## config.mk

```make
export PLATFORM = sky130hd
export DESIGN_NAME = autorange_offset_calibrated_meter
export DESIGN_NICKNAME = d
export VERILOG_FILES = /design/src/rtl/aocm_pkg.sv /design/src/rtl/autorange_offset_calibrated_meter.sv /design/src/rtl/aocm_datapath.sv /design/src/rtl/aocm_ctrl.sv
export SDC_FILE = /design/constraint.sdc
export NUM_CORES = 2
export LEC_CHECK = 0
export ABC_AREA = 1
export BUFFER_PORTS_ARGS = -buffer_cell sky130_fd_sc_hd__buf_2
export CAP_MARGIN = 20
export CORE_ASPECT_RATIO = 0.6
export CORE_MARGIN = 8
export CORE_UTILIZATION = 39
export CTS_CLUSTER_DIAMETER = 200
export DETAILED_ROUTE_END_ITERATION = 8
export SLEW_MARGIN = 25
export SYNTH_ARGS = -nofsm -noshare
export SYNTH_HDL_FRONTEND = slang
export SYNTH_SLANG_ARGS = --single-unit
```

## constraint.sdc

```tcl
create_clock -name i_clk -period 8.6 [get_ports i_clk]
set_input_delay 0.86 -clock i_clk [delete_from_list [all_inputs] [get_ports i_clk]]
set_output_delay 0.86 -clock i_clk [all_outputs]
set_load 0.03 [all_outputs]
```

## src/rtl/aocm_pkg.sv

```systemverilog
// shared types, constants and calibration tables for the auto-ranging meter
package aocm_pkg;

    localparam int SAMPLE_BITS_DEF = 24;

    localparam int FLOOR_W    = 23;
    localparam int CH_W       = 3;
    localparam int RANGE_W    = 2;
    localparam int IN_USER_W  = CH_W;
    localparam int OUT_USER_W = CH_W + RANGE_W + 1 + CH_W;
    localparam int APB_ADDR_W = 4;
    localparam int APB_DATA_W = 32;

    localparam int FRAC_SHIFT = 24;
    localparam int ROUND_HALF = 1 << (FRAC_SHIFT - 1);

    localparam int RECIP_W = 22;
    localparam logic [RECIP_W-1:0] RECIP_R2 = RECIP_W'(3744914);
    localparam logic [RECIP_W-1:0] RECIP_R3 = RECIP_W'(372827);

    localparam int KINK_W  = 21;
    localparam int KINK_AT = 1303358;

    localparam int COEF_W = 28;
    localparam int OFFS_W = 21;

    localparam logic [RANGE_W-1:0] RANGE_X1  = 2'd1;
    localparam logic [RANGE_W-1:0] RANGE_X4  = 2'd2;
    localparam logic [RANGE_W-1:0] RANGE_X45 = 2'd3;

    localparam logic [CH_W-1:0] CH_LAST    = 3'd3;
    localparam logic [CH_W-1:0] CH_CLEARED = 3'd4;

    localparam logic [1:0] REG_RANGE_ONE_FLOOR = 2'd0;
    localparam logic [1:0] REG_RANGE_TWO_FLOOR = 2'd1;
    localparam logic [1:0] REG_ZERO_FLOOR      = 2'd2;

    localparam logic [FLOOR_W-1:0] RANGE_ONE_FLOOR_RST = FLOOR_W'(262144);
    localparam logic [FLOOR_W-1:0] RANGE_TWO_FLOOR_RST = FLOOR_W'(26214);
    localparam logic [FLOOR_W-1:0] ZERO_FLOOR_RST      = FLOOR_W'(262);

    typedef enum logic [1:0] {
        CAL_R1,
        CAL_KINK,
        CAL_R2,
        CAL_R3
    } t_cal;

    typedef struct packed {
        logic               load;
        logic               eval;
        logic               mul;
        logic               latch_raw;
        logic               store_value;
        logic [RANGE_W-1:0] gain_range;
    } t_dp_cmd;

    typedef struct packed {
        logic [RANGE_W-1:0] pick;
    } t_dp_stat;

    typedef struct packed {
        logic [CH_W-1:0]    chan;
        logic               done;
        logic [RANGE_W-1:0] range;
        logic [CH_W-1:0]    sel;
    } t_out_info;

    function automatic logic [COEF_W-1:0] cal_coef(input t_cal sel);
        logic [COEF_W-1:0] c;
        case (sel)
            CAL_KINK: c = COEF_W'(137405536);
            CAL_R2:   c = COEF_W'(17129202);
            CAL_R3:   c = COEF_W'(17125847);
            default:  c = COEF_W'(16636489);
        endcase
        return c;
    endfunction

    function automatic logic [OFFS_W-1:0] cal_offs(input t_cal sel);
        logic [OFFS_W-1:0] o;
        case (sel)
            CAL_KINK: o = OFFS_W'(1297613);
            CAL_R2:   o = OFFS_W'(2148);
            CAL_R3:   o = OFFS_W'(129);
            default:  o = OFFS_W'(5078);
        endcase
        return o;
    endfunction

endpackage

```

## src/rtl/autorange_offset_calibrated_meter.sv

```systemverilog
// Auto-ranging meter sequencer with offset subtraction and calibration, top level.
//
// Input stream: one word per ADC tick. tuser carries the requested channel
// (0 to 3, 4 or above selects the cleared input), tdata the signed Q5.18 sample.
// Output stream: one word per input word. tuser carries the driven input switch,
// gain range, done flag and channel; tdata the latest corrected value.
// Configuration: APB registers range_one_floor (0x0), range_two_floor (0x4),
// zero_floor (0x8), 23 bits each, readable; pready is tied high.
// Path: an accepted word is registered with its reciprocal-gain product, passes the
// evaluate state, on a measuring tick also the calibration-multiply state, and
// the finish state, which places its result in the output register. A new word is
// taken only once the previous one has been placed in the output register.
// The output register holds a finished word while the receiver stalls; the
// next word is still accepted and waits in the finish step until the slot frees.
// Reset (synchronous, active low): channel 0, range 1, select phase, cleared
// output valid, corrected value zero, registers to their defaults.
module autorange_offset_calibrated_meter #(
    parameter int SAMPLE_BITS = aocm_pkg::SAMPLE_BITS_DEF
) (
    input  logic                                 i_clk,
    input  logic                                 i_rst_n,
    input  logic                                 i_s_axis_tvalid,
    output logic                                 o_s_axis_tready,
    // sample
    input  logic [((SAMPLE_BITS+7)/8)*8-1:0]     i_s_axis_tdata,
    // channel
    input  logic [aocm_pkg::IN_USER_W-1:0]       i_s_axis_tuser,
    output logic                                 o_m_axis_tvalid,
    input  logic                                 i_m_axis_tready,
    // corrected_value
    output logic [((SAMPLE_BITS+7)/8)*8-1:0]     o_m_axis_tdata,
    // input_select, gain_range, done_res, result_channel
    output logic [aocm_pkg::OUT_USER_W-1:0]      o_m_axis_tuser,
    input  logic                                 psel,
    input  logic                                 penable,
    input  logic                                 pwrite,
    input  logic [aocm_pkg::APB_ADDR_W-1:0]      paddr,
    input  logic [aocm_pkg::APB_DATA_W-1:0]      pwdata,
    output logic [aocm_pkg::APB_DATA_W-1:0]      prdata,
    output logic                                 pready
);
    import aocm_pkg::*;

    localparam int DATA_W = ((SAMPLE_BITS + 7) / 8) * 8;

    logic [FLOOR_W-1:0]            r_range_one_floor;
    logic [FLOOR_W-1:0]            r_range_two_floor;
    logic [FLOOR_W-1:0]            r_zero_floor;

    logic                          w_wr;
    logic [1:0]                    w_reg_idx;
    t_dp_cmd                       w_cmd;
    t_dp_stat                      w_stat;
    t_out_info                     w_out;
    logic signed [SAMPLE_BITS-1:0] w_value;

    // register port
    assign pready    = 1'b1;
    assign w_wr      = psel && penable && pwrite;
    assign w_reg_idx = paddr[3:2];

    always_ff @(posedge i_clk) begin
        if (!i_rst_n) begin
            r_range_one_floor <= RANGE_ONE_FLOOR_RST;
            r_range_two_floor <= RANGE_TWO_FLOOR_RST;
            r_zero_floor      <= ZERO_FLOOR_RST;
        end else if (w_wr) begin
            unique case (w_reg_idx)
                REG_RANGE_ONE_FLOOR: r_range_one_floor <= pwdata[FLOOR_W-1:0];
                REG_RANGE_TWO_FLOOR: r_range_two_floor <= pwdata[FLOOR_W-1:0];
                REG_ZERO_FLOOR:      r_zero_floor      <= pwdata[FLOOR_W-1:0];
                default: ;
            endcase
        end
    end

    always_comb begin
        unique case (w_reg_idx)
            REG_RANGE_ONE_FLOOR: prdata = APB_DATA_W'(r_range_one_floor);
            REG_RANGE_TWO_FLOOR: prdata = APB_DATA_W'(r_range_two_floor);
            REG_ZERO_FLOOR:      prdata = APB_DATA_W'(r_zero_floor);
            default:             prdata = '0;
        endcase
    end

    aocm_ctrl u_ctrl (
        .i_clk       (i_clk),
        .i_rst_n     (i_rst_n),
        .i_in_valid  (i_s_axis_tvalid),
        .o_in_ready  (o_s_axis_tready),
        .i_channel   (i_s_axis_tuser),
        .i_out_ready (i_m_axis_tready),
        .o_out_valid (o_m_axis_tvalid),
        .o_out       (w_out),
        .o_cmd       (w_cmd),
        .i_stat      (w_stat)
    );

    aocm_datapath #(
        .SAMPLE_BITS (SAMPLE_BITS)
    ) u_datapath (
        .i_clk             (i_clk),
        .i_rst_n           (i_rst_n),
        .i_cmd             (w_cmd),
        .i_sample          ($signed(i_s_axis_tdata[SAMPLE_BITS-1:0])),
        .i_range_one_floor (r_range_one_floor),
        .i_range_two_floor (r_range_two_floor),
        .i_zero_floor      (r_zero_floor),
        .o_stat            (w_stat),
        .o_value           (w_value)
    );

    assign o_m_axis_tdata = DATA_W'($unsigned(w_value));
    assign o_m_axis_tuser = {w_out.chan, w_out.done, w_out.range, w_out.sel};

endmodule

```

## src/rtl/aocm_datapath.sv

```systemverilog
// datapath: gain division, range pick, offset difference, calibration and saturation
module aocm_datapath #(
    parameter int SAMPLE_BITS = aocm_pkg::SAMPLE_BITS_DEF
) (
    input  logic                              i_clk,
    input  logic                              i_rst_n,
    input  aocm_pkg::t_dp_cmd                 i_cmd,
    input  logic signed [SAMPLE_BITS-1:0]     i_sample,
    input  logic [aocm_pkg::FLOOR_W-1:0]      i_range_one_floor,
    input  logic [aocm_pkg::FLOOR_W-1:0]      i_range_two_floor,
    input  logic [aocm_pkg::FLOOR_W-1:0]      i_zero_floor,
    output aocm_pkg::t_dp_stat                o_stat,
    output logic signed [SAMPLE_BITS-1:0]     o_value
);
    import aocm_pkg::*;

    localparam int PW   = SAMPLE_BITS + FRAC_SHIFT;
    localparam int CMPW = ((SAMPLE_BITS > FLOOR_W) ? SAMPLE_BITS : FLOOR_W) + 1;
    localparam int DW   = SAMPLE_BITS + 1;
    localparam int OPW  = ((DW > KINK_W + 1) ? DW : KINK_W + 1) + 1;
    localparam int CPW  = OPW + COEF_W + 1;
    localparam int RW   = CPW - FRAC_SHIFT;
    localparam int VW   = RW + 1;

    localparam logic signed [VW-1:0] SAT_HI =
        {{(VW - SAMPLE_BITS + 1){1'b0}}, {(SAMPLE_BITS - 1){1'b1}}};
    localparam logic signed [VW-1:0] SAT_LO =
        {{(VW - SAMPLE_BITS + 1){1'b1}}, {(SAMPLE_BITS - 1){1'b0}}};

    logic signed [SAMPLE_BITS-1:0]   r_sample;
    logic signed [PW-1:0]            r_prod;
    logic signed [SAMPLE_BITS-1:0]   r_raw;
    logic signed [OPW-1:0]           r_op;
    t_cal                            r_sel;
    logic signed [CPW-1:0]           r_cprod;
    logic signed [SAMPLE_BITS-1:0]   r_last;

    logic [RECIP_W-1:0]              w_recip;
    logic signed [SAMPLE_BITS+RECIP_W:0] w_prod;
    logic signed [PW-1:0]            w_prod_rnd;
    logic signed [SAMPLE_BITS-1:0]   w_t;
    logic                            w_gt_one;
    logic                            w_gt_two;
    logic signed [DW-1:0]            w_d;
    logic signed [OPW-1:0]           w_dk;
    logic                            w_kink;
    logic signed [OPW-1:0]           w_op;
    t_cal                            w_sel;
    logic [COEF_W-1:0]               w_coef;
    logic signed [CPW-1:0]           w_cprod;
    logic signed [CPW-1:0]           w_crnd;
    logic signed [RW-1:0]            w_cr;
    logic [OFFS_W-1:0]               w_offs;
    logic signed [VW-1:0]            w_v;
    logic signed [VW-1:0]            w_vf;
    logic signed [SAMPLE_BITS-1:0]   w_sat;

    // reciprocal gain on the incoming word
    always_comb begin
        case (i_cmd.gain_range)
            RANGE_X4:  w_recip = RECIP_R2;
            RANGE_X45: w_recip = RECIP_R3;
            default:   w_recip = '0;
        endcase
    end

    assign w_prod = i_sample * $signed({1'b0, w_recip});

    // gain-divided reading and range pick
    assign w_prod_rnd = r_prod + PW'(ROUND_HALF);
    assign w_t = (i_cmd.gain_range == RANGE_X1) ? r_sample
                                                : $signed(w_prod_rnd[FRAC_SHIFT +: SAMPLE_BITS]);

    assign w_gt_one = CMPW'(w_t) > CMPW'($signed({1'b0, i_range_one_floor}));
    assign w_gt_two = CMPW'(w_t) > CMPW'($signed({1'b0, i_range_two_floor}));

    always_comb begin
        if (w_gt_one) begin
            o_stat.pick = RANGE_X1;
        end else if (w_gt_two) begin
            o_stat.pick = RANGE_X4;
        end else begin
            o_stat.pick = RANGE_X45;
        end
    end

    // offset difference and calibration segment
    assign w_d    = DW'(r_raw) - DW'(w_t);
    assign w_dk   = OPW'(r_raw) - OPW'(w_t) - OPW'(KINK_AT);
    assign w_kink = (i_cmd.gain_range == RANGE_X1) && !w_dk[OPW-1];
    assign w_op   = w_kink ? w_dk : OPW'(w_d);

    always_comb begin
        case (i_cmd.gain_range)
            RANGE_X4:  w_sel = CAL_R2;
            RANGE_X45: w_sel = CAL_R3;
            default:   w_sel = w_kink ? CAL_KINK : CAL_R1;
        endcase
    end

    assign w_coef  = cal_coef(r_sel);
    assign w_cprod = r_op * $signed({1'b0, w_coef});

    // rounding, offset, zero floor and saturation
    assign w_crnd = r_cprod + CPW'(ROUND_HALF);
    assign w_cr   = w_crnd[CPW-1:FRAC_SHIFT];
    assign w_offs = cal_offs(r_sel);
    assign w_v    = VW'(w_cr) + VW'($signed({1'b0, w_offs}));
    assign w_vf   = ((r_sel == CAL_R3) && (w_v <= VW'($signed({1'b0, i_zero_floor}))))
                    ? '0 : w_v;

    always_comb begin
        if (w_vf > SAT_HI) begin
            w_sat = SAT_HI[SAMPLE_BITS-1:0];
        end else if (w_vf < SAT_LO) begin
            w_sat = SAT_LO[SAMPLE_BITS-1:0];
        end else begin
            w_sat = w_vf[SAMPLE_BITS-1:0];
        end
    end

    always_ff @(posedge i_clk) begin
        if (i_cmd.load) begin
            r_sample <= i_sample;
            r_prod   <= PW'(w_prod);
        end
        if (i_cmd.eval) begin
            r_op  <= w_op;
            r_sel <= w_sel;
        end
        if (i_cmd.mul) begin
            r_cprod <= w_cprod;
        end
    end

    always_ff @(posedge i_clk) begin
        if (!i_rst_n) begin
            r_raw  <= '0;
            r_last <= '0;
        end else begin
            if (i_cmd.latch_raw) begin
                r_raw <= w_t;
            end
            if (i_cmd.store_value) begin
                r_last <= w_sat;
            end
        end
    end

    assign o_value = r_last;

endmodule

```

## src/rtl/aocm_ctrl.sv

```systemverilog
// controller: measurement phase sequencer, item handshake and result register
module aocm_ctrl (
    input  logic                           i_clk,
    input  logic                           i_rst_n,
    input  logic                           i_in_valid,
    output logic                           o_in_ready,
    input  logic [aocm_pkg::CH_W-1:0]      i_channel,
    input  logic                           i_out_ready,
    output logic                           o_out_valid,
    output aocm_pkg::t_out_info            o_out,
    output aocm_pkg::t_dp_cmd              o_cmd,
    input  aocm_pkg::t_dp_stat             i_stat
);
    import aocm_pkg::*;

    localparam logic [1:0] ST_IDLE = 2'd0;
    localparam logic [1:0] ST_EVAL = 2'd1;
    localparam logic [1:0] ST_CMUL = 2'd2;
    localparam logic [1:0] ST_FIN  = 2'd3;

    localparam logic [2:0] PH_SELECT = 3'd1;
    localparam logic [2:0] PH_PICK   = 3'd2;
    localparam logic [2:0] PH_WAIT   = 3'd3;
    localparam logic [2:0] PH_RUN    = 3'd4;
    localparam logic [2:0] PH_SETTLE = 3'd5;

    logic [1:0]         r_state, n_state;
    logic [2:0]         r_phase, n_phase;
    logic [CH_W-1:0]    r_chan, n_chan;
    logic [RANGE_W-1:0] r_range, n_range;
    logic [CH_W-1:0]    r_held, n_held;
    logic               r_done, n_done;
    logic               r_out_valid, n_out_valid;
    t_out_info          r_out;

    logic               w_changed;
    logic               w_out_free;
    logic               w_emit;

    assign w_changed  = (i_channel != r_chan);
    assign w_out_free = !r_out_valid || i_out_ready;
    assign w_emit     = (r_state == ST_FIN) && w_out_free;

    always_comb begin
        n_state    = r_state;
        n_phase    = r_phase;
        n_chan     = r_chan;
        n_range    = r_range;
        n_held     = r_held;
        n_done     = r_done;
        o_cmd      = '0;
        o_cmd.gain_range = r_range;
        unique case (r_state)
            ST_IDLE: begin
                if (i_in_valid) begin
                    o_cmd.load = 1'b1;
                    n_chan     = i_channel;
                    n_state    = ST_EVAL;
                    if (w_changed) begin
                        o_cmd.gain_range = RANGE_X1;
                        n_phase          = PH_SELECT;
                        n_range          = RANGE_X1;
                    end
                end
            end
            ST_EVAL: begin
                o_cmd.eval = 1'b1;
                n_done     = 1'b0;
                n_state    = ST_FIN;
                unique case (r_phase)
                    PH_PICK: begin
                        if (i_stat.pick != r_range) begin
                            n_range = i_stat.pick;
                            n_phase = PH_SETTLE;
                        end else begin
                            o_cmd.latch_raw = 1'b1;
                            n_held          = CH_CLEARED;
                            n_phase         = PH_WAIT;
                        end
                    end
                    PH_WAIT: begin
                        n_phase = PH_RUN;
                    end
                    PH_RUN: begin
                        n_done  = 1'b1;
                        n_state = ST_CMUL;
                    end
                    PH_SETTLE: begin
                        n_phase = PH_PICK;
                    end
                    default: begin
                        // select the input, unused phase codes land here too
                        n_held  = (r_chan <= CH_LAST) ? r_chan : CH_CLEARED;
                        n_range = RANGE_X1;
                        n_phase = PH_PICK;
                    end
                endcase
            end
            ST_CMUL: begin
                o_cmd.mul = 1'b1;
                n_state   = ST_FIN;
            end
            ST_FIN: begin
                if (w_out_free) begin
                    o_cmd.store_value = r_done;
                    n_state           = ST_IDLE;
                end
            end
            default: begin
                n_state = ST_IDLE;
            end
        endcase
    end

    always_comb begin
        n_out_valid = r_out_valid;
        if (w_emit) begin
            n_out_valid = 1'b1;
        end else if (i_out_ready) begin
            n_out_valid = 1'b0;
        end
    end

    always_ff @(posedge i_clk) begin
        if (!i_rst_n) begin
            r_state     <= ST_IDLE;
            r_phase     <= PH_SELECT;
            r_chan      <= '0;
            r_range     <= RANGE_X1;
            r_held      <= '0;
            r_done      <= 1'b0;
            r_out_valid <= 1'b0;
        end else begin
            r_state     <= n_state;
            r_phase     <= n_phase;
            r_chan      <= n_chan;
            r_range     <= n_range;
            r_held      <= n_held;
            r_done      <= n_done;
            r_out_valid <= n_out_valid;
        end
    end

    always_ff @(posedge i_clk) begin
        if (w_emit) begin
            r_out.chan  <= r_chan;
            r_out.done  <= r_done;
            r_out.range <= r_range;
            r_out.sel   <= r_held;
        end
    end

    assign o_in_ready  = (r_state == ST_IDLE);
    assign o_out_valid = r_out_valid;
    assign o_out       = r_out;

endmodule

```

## Word level (Yosys, flattened, before mapping)

Cells that the tools add are included.

| cells by class | value |
|---|---|
| add/subtract/negate cells | 6 |
| multipliers | 2 |
| $lt $le $gt $ge | 6 |
| eq/ne operators | 24 |
| mux-type cells | 43 |
| bitwise gates (word level) | 1 |
| reduce and logical (&&, ||, !) cells | 21 |

Operator list:

| kind | number |
|---|---|
| $pmux W28 S3 | 1 |
| $mux W24 | 3 |
| $pmux W23 S3 | 1 |
| $pmux W21 S3 | 1 |
| $add A55 B25 Y55 const B | 1 |
| $mul A26 B29 Y55 | 1 |
| $sub A24 B24 Y25 | 2 |
| $add A47 B25 Y48 const B | 1 |
| $gt A24 B24 Y1 | 2 |
| $mul A24 B23 Y47 | 1 |
| $pmux W22 S2 | 1 |
| $add A31 B22 Y32 | 1 |
| $gt A32 B24 Y1 const B | 1 |
| $le A32 B24 Y1 | 1 |
| $lt A32 B24 Y1 const B | 1 |
| $mux W32 | 1 |
| $mux W26 | 1 |
| $sub A26 B22 Y26 const B | 1 |
| $mux W1 | 15 |
| $mux W3 | 5 |
| $eq A2 B2 Y1 const B | 7 |
| $mux W2 | 7 |
| $pmux W2 S2 | 3 |
| $pmux W3 S2 | 2 |
| 21 further kinds | 42 |

| storage, ports and cells | value |
|---|---|
| register bits after elaboration | 295 |
| output and inout bits | 68 |

## Longest topological paths before layout

| logic depth | value |
|---|---|
| depth after elaboration | 13 |
| depth in mapped cells | 37 |
| mapped depth without buffers | 36 |

## Hierarchy

From an unflattened synthesis, not the netlist that was laid out.

| unflattened totals | value |
|---|---|
| cell total of the unflattened synthesis | 6061 |
| area, all modules | 51135.3 µm² |

Modules (own cells, without submodules):

| module | instances | cells an instance | area each (µm²) | seq. area each (µm²) |
|---|---|---|---|---|
| aocm_datapath | 1 | 5396 | 46598.4 | 4204.0 |
| autorange_offset_calibrated_meter | 1 | 509 | 3311.9 | 1381.3 |
| aocm_ctrl | 1 | 156 | 1224.9 | 570.5 |

## Worst setup path before layout

No wires, ideal clock.

| timing path | value |
|---|---|
| path kind | input to register |
| from | in i_s_axis_tuser[1] (netlist name) |
| to | reg, netlist name u_datapath.r_prod[46] |
| setup time | 0.263 ns |
| arrival | 7.603 ns |
| slack | 0.734 ns |
| stages on the path | 31 |
| path buffers | 0 |
| cell sequence | xor2_1 -> nor3_1 -> nor2_1 -> nand2_1 -> nand2_1 -> nor2_1 -> nand2_1 -> inv_1 -> ha_1 -> inv_1 -> ha_1 -> xor2_1 -> inv_1 -> fa_1 -> inv_1 -> fa_1 -> fa_1 -> fa_1 -> inv_1 -> fa_1 -> inv_1 -> ha_1 -> nand2_1 -> nor2_1 -> nand2_1 -> nor4_1 -> nand2_1 -> nand2_1 -> a21oi_1 -> o31a_1 -> xor2_1 |

| on the way | value |
|---|---|
| cells in the longest elaborated chain, start to end | 7 |
| elaborated cells on any way between the ends | 8 |
| those cells by class | mul (1); eq/ne (3); mux (4) |

RTL lines:

| item | RTL line | text |
|---|---|---|
| from (decl) | autorange_offset_calibrated_meter.sv:27 | `input logic [aocm_pkg::IN_USER_W-1:0] i_s_axis_tuser,` |
| $ne A3 B3 Y1 * | aocm_ctrl.sv:40 | `assign w_changed = (i_channel != r_chan);` |
| $mux W2 * | aocm_ctrl.sv:59 | `if (w_changed) begin` |
| $mux W2 * | - |  |
| $mux W2 * | aocm_ctrl.sv:53 | `unique case (r_state)` |
| $eq A2 B2 Y1 | aocm_datapath.sv:60 | `case (i_cmd.gain_range)` |
| $pmux W22 S2 * | aocm_datapath.sv:60 |  |
| $mul A24 B23 Y47 * | aocm_datapath.sv:67 | `assign w_prod = i_sample * $signed({1'b0, w_recip});` |
| named net u_datapath.w_prod[46] | aocm_datapath.sv:39 | `logic signed [SAMPLE_BITS+RECIP_W:0] w_prod;` |

The timed path passes the listed nets; every way through them passes the cells marked *.
A chain may end at the register's enable or synchronous reset.

## Final worst setup path

| timing path | value |
|---|---|
| from | reg u_datapath.r_sel[0] |
| to | reg u_datapath.r_cprod[52] (data pin) |

| on the way | value |
|---|---|
| cells in the longest elaborated chain, start to end | 3 |
| elaborated cells on any way between the ends | 5 |
| those cells by class | mul (1); eq/ne (3); mux (1) |

RTL lines:

| item | RTL line | text |
|---|---|---|
| from (decl) | aocm_datapath.sv:34 | `t_cal r_sel;` |
| from (signal assigned) | aocm_datapath.sv:129 | `r_sel <= w_sel;` |
| $eq A2 B2 Y1 or $eq A2 B1 Y1 (tied branches) | aocm_pkg.sv:71 | `case (sel)` |
| $pmux W28 S3 * | aocm_pkg.sv:71 |  |
| $mul A26 B29 Y55 * | aocm_datapath.sv:102 | `assign w_cprod = r_op * $signed({1'b0, w_coef});` |
| named net u_datapath.w_cprod[52] | aocm_datapath.sv:50 | `logic signed [CPW-1:0] w_cprod;` |
| to (signal assigned) | aocm_datapath.sv:132 | `r_cprod <= w_cprod;` |
| to (decl) | aocm_datapath.sv:35 | `logic signed [CPW-1:0] r_cprod;` |

Marked as above.

==> results.tsv <==
stage	metric	value	unit
logic_synthesis	cell count after synthesis	5958	
placed_design	Detailed Place HPWL	144000	um
global_routing	total gr overflow	0	
global_routing	first-pass GRT wire length	243000	um
clock_network	Clock Sinks	249	
floorplan	die area	140000	sq um
final_layout	layout cells sized above 1	0.0652	
clock_network	Clock Latency Late Sink	0.57	ns
worst_setup_path	Crit Path Max Fanout	11	
clock_network	CTS tree	yes	
sta	final setup vio count	0	
logic_synthesis	register area share after synthesis	0.123	
logic_synthesis	most frequent cells after synthesis	inv_1, fa_1, nand2_1, ha_1, nor2_1	
global_routing	initial antenna violation count	6	
sta	Post-Route Skew	0.0211	ns
logic_synthesis	flops & latches, synth	249	
global_routing	largest net degree at the start of global routing	77	
global_routing	vias in the first global route	39313	
floorplan	chip width	478	um
route	Wirelength per Cell	20.2	um
logic_synthesis	number of synthesized flops with an enable pin	117	
route	met2 WL	55400	um
worst_setup_path	Crit. End Element	flip-flop	
worst_setup_path	r2r worst-path depth	27	
sta	fmax	0.121	GHz
worst_setup_path	internal reg-to-reg setup slack	0.31	ns
logic_synthesis	cell taking the most area after synthesis	fa_1	
final_layout	number of nets in the layout	7712	
worst_setup_path	Req. time, crit path	8.91	ns
route	initial DRC count	3620	
route	metal3 WL	21600	um
logic_synthesis	Yosys top cell area share	0.365	
clock_network	clk buf depth	3	
route	TritonRoute pass-1 iters	6	
logic_synthesis	Area contributors post-synth	fa_1, ha_1, inv_1, edfxtp_1, nand2_1	
floorplan	Site Rows	101	
worst_setup_path	crit path kind	reg2reg	
logic_synthesis	Cell variety after synth	57	
sta	max-slew violations	0	
route	Vias per Instance	4.99	
logic_synthesis	main flop type after synthesis	dfxtp_1	
worst_setup_path	Reg-to-Reg End	u_datapath.r_cprod[52]	
clock_network	Clock Pin Slew Worst Setup and Hold Paths	0.06	ns
min_path	Hold Path Class	reg2reg	
logic_synthesis	Yosys warning total	0	
floorplan	Ports	138	
logic_synthesis	ys async rst share	0	
sta	Relative slew margins	0.203	
logic_synthesis	area of the mapped netlist	49900	sq um
route	antenna violation net count after detailed routing	0	
worst_setup_path	CP arrival	8.59	ns
clock_network	CTS Buf Count	27	
job	max-cap violation count	0	
status	outcome	completed	
placed_design	pre-CTS WS	0.105	ns
worst_setup_path	Startpoint Class	flip-flop	
sta	Final period util	0.963	
logic_synthesis	most frequent cell after synthesis	inv_1	
placed_design	routability cong.	1.05	
sta	unrepaired setup endpoints after global routing	false	
placed_design	# port buffers	116	
global_routing	GRT Overall Usage	0.226	
final_layout	Fill cells	12723	
route	DRC violation count after routing	0	
route	DRT Wirelength	160000	um
min_path	hold path depth	0	
sta	endpoints failing hold	0	
floorplan	Starting Density	0.394	
sta	crit path time final	8.29	ns
sta	setup ws final	0.314	ns
min_path	Hold Crit Endpoint	u_ctrl.o_out[0]	
route	routed length on met1	81200	um
floorplan	die span in y	293	um
sta	setup TNS	0	ns
final_layout	area growth from synthesis to layout	8.92	%
clock_network	CTS HTree Levels	1	
final_layout	fin util	0.429	
worst_setup_path	FF-to-FF Start	u_datapath.r_sel[0]	
route	vias	39395	
route	max layer used	met5	
logic_synthesis	synthesized area per cell	8.38	sq um
min_path	min-delay src	u_ctrl.r_held[0]	
floorplan	core area	127000	sq um
clock_network	CTS Root Cell	clkbuf_16	
sta	worst-margin pin slew	1.18	ns
[metrics by stage]
stage | cells | hold WS [ns] | instance area, sq um
after floorplan | 5981 | 0.408 | 50000
after global placement | 7851 | 0.418 | 53500
after detailed placement | 7851 | 0.426 | 53500
after CTS | 7900 | 0.442 | 54300
after global routing | 7900 | 0.455 | 54300
final | 7902 | 0.437 | 54400
[kinds of logic (layout without fill, tap and decap cells)]
group	after synthesis	in the layout	share of synthesized area
xor+xnor	159	159	0.0279
simple gates	1572	1572	0.129
compound gates	656	656	0.0748
flops	249	249	0.123
other cells	2	27	0.000150
fa+ha+maj	1461	1461	0.503
buf+inv	1859	2079	0.142
[flip-flops by register name, indices dropped and copies added (netlist names)]
name                 flops
r_range_one_floor       23
r_range_two_floor       23
r_zero_floor            23
u_ctrl.o_out             9
u_ctrl.o_out_valid       1
u_ctrl.r_chan            3
u_ctrl.r_done            1
u_ctrl.r_held            3
u_ctrl.r_phase           3
u_ctrl.r_range           2
u_ctrl.r_state           2
u_datapath.o_value      24
u_datapath.r_cprod      32
u_datapath.r_op         26
u_datapath.r_prod       24
u_datapath.r_raw        24
u_datapath.r_sample     24
u_datapath.r_sel         2
[how the worst max path moves through the flow]
stage | end | startpoint | depth (start not counted)
after global placement | u_datapath.r_prod[46] | i_s_axis_tuser[1] | 33
after global routing | u_datapath.r_cprod[50] | u_datapath.r_sel[0] | 33
final | u_datapath.r_cprod[52] | u_datapath.r_sel[0] | 27
after detailed placement | u_datapath.r_prod[46] | i_s_axis_tuser[1] | 33
after floorplan | u_datapath.r_prod[46] | i_s_axis_tuser[1] | 31
after CTS | u_datapath.r_cprod[50] | u_datapath.r_sel[0] | 32
[final cells by class]
class | count | area, sq um | area share
Antenna cell | 2 | 5.00 | 0.0000921
Clock buffer | 36 | 761 | 0.0140
Clock inverter | 13 | 126 | 0.00232
Inverter | 1761 | 6610 | 0.122
Multi-Input combinational cell | 3873 | 36800 | 0.677
Sequential cell | 249 | 6160 | 0.113
Tap cell | 1699 | 2130 | 0.0391
Timing Repair Buffer | 269 | 1790 | 0.0330
[cell usage in the layout (no fill, tap or decap), drive strengths merged, types with 53 or more instances in the layout]
master  synthesis  routed
a21oi         301     301
buf            27     269
dfxtp         132     132
edfxtp        117     117
fa            909     909
ha            552     552
inv          1758    1762
nand2         863     863
nand3         115     115
nor2          487     487
o21ai         212     212
xnor2          53      53
xor2          106     106
[layer usage]
| layer | track usage | vias to the layer above |
|---|---|---|
| li1 | - | 18294 |
| met1 | 0.368 | 19330 |
| met2 | 0.282 | 1668 |
| met3 | 0.0929 | 95 |
| met4 | 0.0153 | 8 |
| met5 | 0 | - |
[worst max-delay path: stages, from the launching register on]
cell      delay, ns
edfxtp_1       0.49
clkinv_1       0.19
ha_2           0.59
nand2_1        0.18
fa_1           0.65
inv_1          0.09
fa_1           0.53
inv_1          0.05
fa_1           0.48
fa_1           0.57
inv_1          0.06
fa_1           0.53
inv_1          0.07
fa_1           0.47
inv_1          0.05
fa_1           0.47
ha_1           0.39
a21oi_1        0.17
inv_1          0.09
a31oi_1        0.14
inv_1          0.07
a211oi_1       0.21
nand3_1        0.20
a21oi_1        0.31
o21ai_0        0.19
a21oi_1        0.41
o21ai_0        0.19
xor2_1         0.17
[timing repair]
action	4_1_cts	5_1_grt
hold buffers	0	0
setup buffers	0	0
endpoints found under the setup margin	0	2
gates resized for setup	0	1
Power is not shown: default switching activity piles up to over one toggle a cycle in this logic, so the estimate is an artifact.
